### config.mk
export PLATFORM = sky130hd
export DESIGN_NAME = round_robin_time_slice_scheduler_top
export DESIGN_NICKNAME = d
export VERILOG_FILES = /design/src/rtl/core/rrts_pkg.sv /design/src/rtl/core/rrts_front.sv /design/src/rtl/core/rrts_back.sv /design/src/rtl/core/round_robin_time_slice_scheduler_top.sv
export SDC_FILE = /design/constraint.sdc
export NUM_CORES = 1
export LEC_CHECK = 0
export BUFFER_PORTS_ARGS = -buffer_cell sky130_fd_sc_hd__buf_2
export CORE_AREA = 3 3 239 241
export DETAILED_ROUTE_END_ITERATION = 8
export DIE_AREA = 0 0 242 244
export HOLD_SLACK_MARGIN = 0.12
export PLACE_DENSITY = 0.6
export SYNTH_ARGS = -nofsm -noshare
export SYNTH_HDL_FRONTEND = slang
export SYNTH_SLANG_ARGS = --single-unit
### constraint.sdc
create_clock -name clk_i -period 6.1 [get_ports clk_i]
set_clock_uncertainty 0.2 [all_clocks]
set_input_delay 0.61 -clock clk_i [delete_from_list [all_inputs] [get_ports clk_i]]
set_output_delay 0.61 -clock clk_i [all_outputs]
set_load 0.02 [all_outputs]
### src/rtl/core/rrts_pkg.sv
package rrts_pkg;

  // job queue depth and derived widths
  localparam int unsigned QUEUE_DEPTH = 16;
  localparam int unsigned PTR_W       = (QUEUE_DEPTH > 1) ? $clog2(QUEUE_DEPTH) : 1;
  localparam int unsigned CNT_W       = $clog2(QUEUE_DEPTH + 1);

  localparam int unsigned ID_W      = 8;
  localparam int unsigned BURST_W   = 16;
  localparam int unsigned QUANTUM_W = 8;
  localparam int unsigned BUDGET_W  = 16;
  localparam int unsigned CFG_W     = 16;
  localparam int unsigned JOB_W     = ID_W + BURST_W;

  typedef enum logic {
    CMD_ADD  = 1'b0,
    CMD_TICK = 1'b1
  } cmd_e;

  typedef enum logic [2:0] {
    ST_ACCEPTED     = 3'd0,
    ST_RAN          = 3'd1,
    ST_IDLE         = 3'd2,
    ST_BUDGET_SPENT = 3'd3,
    ST_OVERFLOW     = 3'd4
  } status_e;

  typedef enum logic [0:0] {
    CFG_QUANTUM     = 1'b0,
    CFG_TICK_BUDGET = 1'b1
  } cfg_idx_e;

  typedef struct packed {
    cmd_e               kind;
    logic [ID_W-1:0]    job_id;
    logic [BURST_W-1:0] burst;
  } cmd_t;

endpackage

### src/rtl/core/rrts_front.sv
module rrts_front (
  input  logic                        clk_i,
  input  logic                        rst_ni,
  input  logic                        s_valid_i,
  output logic                        s_ready_o,
  input  rrts_pkg::cmd_e              s_kind_i,
  input  logic [rrts_pkg::ID_W-1:0]   s_job_id_i,
  input  logic [rrts_pkg::BURST_W-1:0] s_burst_i,
  output rrts_pkg::cmd_t              cmd_o,
  output logic                        cmd_valid_o,
  input  logic                        cmd_pop_i
);

  // two-entry command queue between intake and execution
  localparam int unsigned CQ_DEPTH = 2;

  rrts_pkg::cmd_t cq_q [CQ_DEPTH];
  logic           wr_ptr_q, wr_ptr_d;
  logic           rd_ptr_q, rd_ptr_d;
  logic [1:0]     cnt_q, cnt_d;
  logic           push, pop;
  rrts_pkg::cmd_t in_cmd;

  assign s_ready_o   = (cnt_q != 2'(CQ_DEPTH));
  assign cmd_valid_o = (cnt_q != 2'd0);
  assign cmd_o       = cq_q[rd_ptr_q];

  assign push = s_valid_i && s_ready_o;
  assign pop  = cmd_pop_i && cmd_valid_o;

  always_comb begin
    in_cmd.kind   = s_kind_i;
    in_cmd.job_id = s_job_id_i;
    // payload of a tick carries nothing
    in_cmd.burst  = (s_kind_i == rrts_pkg::CMD_ADD) ? s_burst_i : '0;
    if (s_kind_i != rrts_pkg::CMD_ADD) begin
      in_cmd.job_id = '0;
    end
  end

  always_comb begin
    wr_ptr_d = push ? ~wr_ptr_q : wr_ptr_q;
    rd_ptr_d = pop ? ~rd_ptr_q : rd_ptr_q;
    cnt_d    = cnt_q + 2'(push) - 2'(pop);
  end

  always_ff @(posedge clk_i or negedge rst_ni) begin
    if (!rst_ni) begin
      wr_ptr_q <= 1'b0;
      rd_ptr_q <= 1'b0;
      cnt_q    <= 2'd0;
    end else begin
      wr_ptr_q <= wr_ptr_d;
      rd_ptr_q <= rd_ptr_d;
      cnt_q    <= cnt_d;
    end
  end

  always_ff @(posedge clk_i) begin
    if (push) begin
      cq_q[wr_ptr_q] <= in_cmd;
    end
  end

endmodule

### src/rtl/core/rrts_back.sv
module rrts_back (
  input  logic                         clk_i,
  input  logic                         rst_ni,
  input  rrts_pkg::cmd_t               cmd_i,
  input  logic                         cmd_valid_i,
  output logic                         cmd_pop_o,
  input  logic                         cfg_we_i,
  input  logic                         cfg_idx_i,
  input  logic [rrts_pkg::CFG_W-1:0]   cfg_data_i,
  output logic                         m_valid_o,
  input  logic                         m_ready_i,
  output rrts_pkg::status_e            m_status_o,
  output logic [rrts_pkg::ID_W-1:0]    m_running_id_o,
  output logic                         m_job_done_o
);

  localparam int unsigned PW = rrts_pkg::PTR_W;
  localparam int unsigned CW = rrts_pkg::CNT_W;

  function automatic logic [PW-1:0] ptr_next(input logic [PW-1:0] ptr);
    ptr_next = (ptr == PW'(rrts_pkg::QUEUE_DEPTH - 1)) ? '0 : ptr + PW'(1);
  endfunction

  // job queue storage, {id, remaining burst}
  logic [rrts_pkg::JOB_W-1:0] mem_q [rrts_pkg::QUEUE_DEPTH];

  logic [PW-1:0] head_q, head_d;
  logic [PW-1:0] tail_q, tail_d;
  logic [CW-1:0] cnt_q, cnt_d;

  logic                              cur_valid_q, cur_valid_d;
  logic [rrts_pkg::JOB_W-1:0]        cur_job_q, cur_job_d;
  logic [rrts_pkg::QUANTUM_W-1:0]    slice_q, slice_d;
  logic [rrts_pkg::BUDGET_W-1:0]     ticks_q, ticks_d;
  logic [rrts_pkg::QUANTUM_W-1:0]    quantum_q;

  logic                              m_valid_q;
  rrts_pkg::status_e                 m_status_q;
  logic [rrts_pkg::ID_W-1:0]         m_id_q;
  logic                              m_done_q;

  logic                              out_free, fifo_full, emit;
  logic                              mem_we, pop_en, cur_upd;
  logic [rrts_pkg::JOB_W-1:0]        mem_wdata;
  rrts_pkg::status_e                 st;
  logic [rrts_pkg::ID_W-1:0]         rid;
  logic                              done;
  logic [rrts_pkg::ID_W-1:0]         cur_id;
  logic [rrts_pkg::BURST_W-1:0]      cur_rem, rem_dec;
  logic [rrts_pkg::QUANTUM_W-1:0]    slice_inc, q_eff;

  assign out_free  = !m_valid_q || m_ready_i;
  assign fifo_full = (cnt_q == CW'(rrts_pkg::QUEUE_DEPTH));
  assign cur_id    = cur_job_q[rrts_pkg::JOB_W-1:rrts_pkg::BURST_W];
  assign cur_rem   = cur_job_q[rrts_pkg::BURST_W-1:0];
  assign rem_dec   = (cur_rem == '0) ? '0 : cur_rem - rrts_pkg::BURST_W'(1);
  assign slice_inc = slice_q + rrts_pkg::QUANTUM_W'(1);
  assign q_eff     = (quantum_q == '0) ? rrts_pkg::QUANTUM_W'(1) : quantum_q;

  always_comb begin
    cmd_pop_o   = 1'b0;
    emit        = 1'b0;
    st          = rrts_pkg::ST_ACCEPTED;
    rid         = '0;
    done        = 1'b0;
    mem_we      = 1'b0;
    mem_wdata   = {cmd_i.job_id, cmd_i.burst};
    pop_en      = 1'b0;
    cur_upd     = 1'b0;
    cur_job_d   = cur_job_q;
    cur_valid_d = cur_valid_q;
    slice_d     = slice_q;
    ticks_d     = ticks_q;
    head_d      = head_q;
    tail_d      = tail_q;
    cnt_d       = cnt_q;

    if (cmd_valid_i && out_free) begin
      if (cmd_i.kind == rrts_pkg::CMD_ADD) begin
        cmd_pop_o = 1'b1;
        emit      = 1'b1;
        if (fifo_full) begin
          st = rrts_pkg::ST_OVERFLOW;
        end else begin
          mem_we = 1'b1;
          tail_d = ptr_next(tail_q);
          cnt_d  = cnt_q + CW'(1);
        end
      end else if (ticks_q == '0) begin
        cmd_pop_o = 1'b1;
        emit      = 1'b1;
        st        = rrts_pkg::ST_BUDGET_SPENT;
      end else if (!cur_valid_q && cnt_q != '0) begin
        // load head job into the current register, the tick stays queued and is retried
        pop_en      = 1'b1;
        head_d      = ptr_next(head_q);
        cnt_d       = cnt_q - CW'(1);
        cur_valid_d = 1'b1;
        slice_d     = '0;
      end else if (!cur_valid_q) begin
        cmd_pop_o = 1'b1;
        emit      = 1'b1;
        st        = rrts_pkg::ST_IDLE;
        ticks_d   = ticks_q - rrts_pkg::BUDGET_W'(1);
      end else begin
        cmd_pop_o = 1'b1;
        emit      = 1'b1;
        st        = rrts_pkg::ST_RAN;
        rid       = cur_id;
        ticks_d   = ticks_q - rrts_pkg::BUDGET_W'(1);
        cur_upd   = 1'b1;
        cur_job_d = {cur_id, rem_dec};
        if (rem_dec == '0) begin
          done        = 1'b1;
          cur_valid_d = 1'b0;
          slice_d     = '0;
        end else if (slice_inc >= q_eff) begin
          slice_d = '0;
          // requeue at the tail; if full the job just keeps running
          if (!fifo_full) begin
            mem_we      = 1'b1;
            mem_wdata   = {cur_id, rem_dec};
            tail_d      = ptr_next(tail_q);
            cnt_d       = cnt_q + CW'(1);
            cur_valid_d = 1'b0;
          end
        end else begin
          slice_d = slice_inc;
        end
      end
    end

    // a budget write reloads the remaining ticks
    if (cfg_we_i && cfg_idx_i == rrts_pkg::CFG_TICK_BUDGET) begin
      ticks_d = cfg_data_i[rrts_pkg::BUDGET_W-1:0];
    end
  end

  always_ff @(posedge clk_i or negedge rst_ni) begin
    if (!rst_ni) begin
      head_q      <= '0;
      tail_q      <= '0;
      cnt_q       <= '0;
      cur_valid_q <= 1'b0;
      slice_q     <= '0;
      ticks_q     <= '1;
      quantum_q   <= rrts_pkg::QUANTUM_W'(4);
      m_valid_q   <= 1'b0;
    end else begin
      head_q      <= head_d;
      tail_q      <= tail_d;
      cnt_q       <= cnt_d;
      cur_valid_q <= cur_valid_d;
      slice_q     <= slice_d;
      ticks_q     <= ticks_d;
      if (cfg_we_i && cfg_idx_i == rrts_pkg::CFG_QUANTUM) begin
        quantum_q <= cfg_data_i[rrts_pkg::QUANTUM_W-1:0];
      end
      if (emit) begin
        m_valid_q <= 1'b1;
      end else if (m_ready_i) begin
        m_valid_q <= 1'b0;
      end
    end
  end

  always_ff @(posedge clk_i) begin
    if (mem_we) begin
      mem_q[tail_q] <= mem_wdata;
    end
    if (pop_en) begin
      cur_job_q <= mem_q[head_q];
    end else if (cur_upd) begin
      cur_job_q <= cur_job_d;
    end
    if (emit) begin
      m_status_q <= st;
      m_id_q     <= rid;
      m_done_q   <= done;
    end
  end

  assign m_valid_o      = m_valid_q;
  assign m_status_o     = m_status_q;
  assign m_running_id_o = m_id_q;
  assign m_job_done_o   = m_done_q;

endmodule

### src/rtl/core/round_robin_time_slice_scheduler_top.sv
// channel   | dir | tdata (low bit up)               | tuser
// ----------+-----+----------------------------------+-------------------
// s_axis    | in  | job_id[7:0], burst[23:8]         | cmd[0]
// m_axis    | out | running_id[7:0], job_done[8], 0s | status[2:0]
// cfg       | in  | cfg_data_i: quantum or tick_budget by cfg_idx_i
//
// an add or a tick on a running job is handled directly in the back end; a tick that
// must load the head job first reads it through the single job queue port, then runs
// a two-entry command queue lets intake go on while the result register is stalled
// reset clears pointers, counts and the current job; queue entries hold no reset value
// m_axis_tready low holds the result register and, once the command queue fills,
// drops s_axis_tready
module round_robin_time_slice_scheduler_top (
  input  logic                       clk_i,
  input  logic                       rst_ni,
  input  logic                       s_axis_tvalid,
  output logic                       s_axis_tready,
  input  logic [23:0]                s_axis_tdata,  // job_id, burst
  input  logic [0:0]                 s_axis_tuser,  // cmd
  output logic                       m_axis_tvalid,
  input  logic                       m_axis_tready,
  output logic [15:0]                m_axis_tdata,  // running_id, job_done, zero fill
  output logic [2:0]                 m_axis_tuser,  // status
  input  logic                       cfg_we_i,
  input  logic                       cfg_idx_i,
  input  logic [rrts_pkg::CFG_W-1:0] cfg_data_i
);

  rrts_pkg::cmd_t            cmd;
  logic                      cmd_valid, cmd_pop;
  rrts_pkg::status_e         status;
  logic [rrts_pkg::ID_W-1:0] running_id;
  logic                      job_done;

  rrts_front u_front (
    .clk_i       (clk_i),
    .rst_ni      (rst_ni),
    .s_valid_i   (s_axis_tvalid),
    .s_ready_o   (s_axis_tready),
    .s_kind_i    (rrts_pkg::cmd_e'(s_axis_tuser[0])),
    .s_job_id_i  (s_axis_tdata[7:0]),
    .s_burst_i   (s_axis_tdata[23:8]),
    .cmd_o       (cmd),
    .cmd_valid_o (cmd_valid),
    .cmd_pop_i   (cmd_pop)
  );

  rrts_back u_back (
    .clk_i          (clk_i),
    .rst_ni         (rst_ni),
    .cmd_i          (cmd),
    .cmd_valid_i    (cmd_valid),
    .cmd_pop_o      (cmd_pop),
    .cfg_we_i       (cfg_we_i),
    .cfg_idx_i      (cfg_idx_i),
    .cfg_data_i     (cfg_data_i),
    .m_valid_o      (m_axis_tvalid),
    .m_ready_i      (m_axis_tready),
    .m_status_o     (status),
    .m_running_id_o (running_id),
    .m_job_done_o   (job_done)
  );

  assign m_axis_tdata = {7'd0, job_done, running_id};
  assign m_axis_tuser = status;

endmodule

==> qor.yml <==
status: "complete, no violations"
fin_nets: 1469
grt_pass1_vias: 12000
period_share_pct: 78.4
netlist_area_um2: 22000
criticalPathCategory: "register to register"
cp-end-kind: "register"
hold_viol: 0
yosys_warnings: 0
synth_seq_area_share_pct: 70.0
drtPass1Iterations: 5
drive_gt1_share_pct: 23.0
hold_buffers: 26
fill_cells: 4775
cts_tree: "yes"
synth_flop_cell: "edfxtp_1"
post_cts_buffers: 0
dpl.hpwl_um: 31600
ys_top_cells_by_area: "edfxtp_1, mux4_2, dfrtp_1, mux2i_1, dfstp_2"
pin_count: 68
slew_violations: 0
avgRoutedWirePerCell_um: 23.8
antenna_left: 0
maxCapViolations: 0
max_freq_ghz: 0.209
cts_resized: 0
synthTopCellsByCount: "edfxtp_1, mux4_2, nand2_1"
fp.dieW_um: 242
relSlewSlack_pct: 13.0
synth_edf_count: 470
fin_tns_setup_ps: 0
gp_congestion: 0.798
synth_seq_cells: 521
seqCellArea_um2: 15400
coreArea_um2: 55100
grt_first_pass_wirelength_um: 78200
worstSetupStartpointType: "register"
num_rows: 86
antenna_found_initial: 1
drc: 0
synth.most_common_cell: "edfxtp_1"
area.growth.synth_to_final_pct: 14.5
ir_drop_mv: 0.304
setup_viol: 0
root_buffer: "clkbuf_16"
drt_iter0_drc: 1052
overflow: 0
hold_class: "primary input to register"
via_per_inst: 5.46
final_core_util_pct: 45.8
portBuffers: 60
cts_buffers: 52
clkTransAtPathRegs_ps: 60
rsz0062_at_grt: "no"
layout_min_cycle_time_ps: 4780
grt_max_degree: 52
arrival_ps: 4810
cts.sinks: 521
vias: 12000
yosys.cell_types.count: 77
synth_top_area_share_pct: 64.1
initial_core_util_pct: 40.0
powerDensity_nw_per_um2: 503
clk_path_buf_depth: 3
p_leak_uw: 0.00854
die_h_um: 244
multi_input_area_um2: 6220
wirelength_um: 52000
avgSynthCellArea_um2: 17.1
tightest_slew_ps: 1300
critPathMaxFanout: 16
synth_top_cell_by_area: "edfxtp_1"
crit_required_ps: 6130
ys_async_sr_fraction_pct: 9.79
synth_cells: 1290
diodes: 0
clk_latency_ps: 620
htree_num_levels: 2
grtUsageTotal_pct: 17.6
dieArea_um2: 59000
[per-stage QoR]
step	worst slack, ps	std cells	total power, uW	instance area [um2]	hold WS (ps)
5_1_grt	1040	2190	13300	25200	136
6_report	1320	2190	12700	25200	158
3_5_place_dp	1370	2069	9660	23300	299
3_3_place_gp	1420	2069	9590	23300	291
2_1_floorplan	1980	1296	8310	22000	114
4_1_cts	1350	2190	12800	25200	120
[power breakdown]
part	switching, uW	total (uW)	internal [uW]
Clock	1370	3110	1750
Sequential	466	5650	5190
Combinational	2370	3920	1540
[cells in the final DEF, fill, tap and decap left out, types with 14 or more instances in the layout]
master         synthesis  layout
and3_1                16      16
dfrtp_1               34      32
inv_1                 23      23
clkbuf_16              0      52
clkinv_1               1      14
xor2_1                15      15
and2_1                26      26
nor2b_1               29      29
buf_2                  6      60
nor2_1                39      38
nor3_1                14      14
xnor2_1               22      22
dfstp_2               17      17
o221ai_1              16      16
buf_4                 11      32
o21ai_0               35      35
nand2_1               81      81
a21oi_1               33      33
mux4_2                96      96
edfxtp_1             470     470
ha_1                  21      21
mux2i_1               73      73
dlygate4sd3_1          0      26
[sequential cells by signal, summed over array words and instances, names as in the netlist]
name / cells
u_back.cnt_q: 5
u_back.cur_job_q: 24
u_back.cur_valid_q: 1
u_back.head_q: 4
u_back.m_job_done_o: 1
u_back.m_running_id_o: 8
u_back.m_status_o: 3
u_back.m_valid_o: 1
u_back.mem_q: 384
u_back.quantum_q: 8
u_back.slice_q: 8
u_back.tail_q: 4
u_back.ticks_q: 16
u_front.cnt_q: 2
u_front.cq_q: 50
u_front.rd_ptr_q: 1
u_front.wr_ptr_q: 1
[worst paths after layout]
check | slack, ps | startpoint | cells past startpoint | to
worst max-delay path | 1320 | u_back.cur_job_q[0] | 10 | u_back.mem_q[10][17]
worst max register to register | 1320 | u_back.cur_job_q[0] | 10 | u_back.mem_q[10][17]
min in group asynchronous | 470 | rst_ni | 3 | u_back.quantum_q[6]
worst min-delay path | 160 | s_axis_tdata[22] | 2 | u_front.cq_q[1][14]
max in group asynchronous | 4740 | rst_ni | 3 | u_back.head_q[0]
worst min register to register | 310 | u_front.cnt_q[1] | 1 | u_front.cnt_q[1]
[logic make-up (layout without fill, tap and decap cells)]
kind of cell	count (synthesis)	in the layout	synth area share [%]
other cells	1	7	0.0170
flops	521	521	70.0
compound gates	146	146	4.25
fa+ha+maj	21	21	1.19
xor+xnor	37	37	1.47
mux	186	186	14.1
simple gates	282	282	7.08
buf+inv	96	242	1.96
[critical path, cell delays in order (launching register included)]
cell and delay [ps]:
edfxtp_1 450, inv_1 140, ha_1 340, or3b_2 530, or4_4 460, mux2_4 340, nand4_2 80, o21a_1 480
buf_4 320, a21oi_1 90, a31oi_1 950
[final cells by class]
type / instances / share of cell area, %
clock buffer: 63 / 5.33
tap: 748 / 3.71
timing repair buffer: 122 / 3.49
inverter: 25 / 0.372
sequential: 521 / 61.2
multi-input combinational: 679 / 24.7
clock inverter: 32 / 1.23
[metal layers]
metal | vias up | share of wire (%) | wire length (um) | global-route usage, %
met2 | 400 | 46 | 23900 | 27.0
met1 | 6172 | 44 | 23000 | 25.5
li1 | 5297 | - | - | -
met4 | 2 | 2.8 | 1470 | 5.16
met3 | 87 | 7.1 | 3700 | 3.75
met5 | - | 0.031 | 16 | 0
No activity file was read; power rests on OpenSTA's default activity.
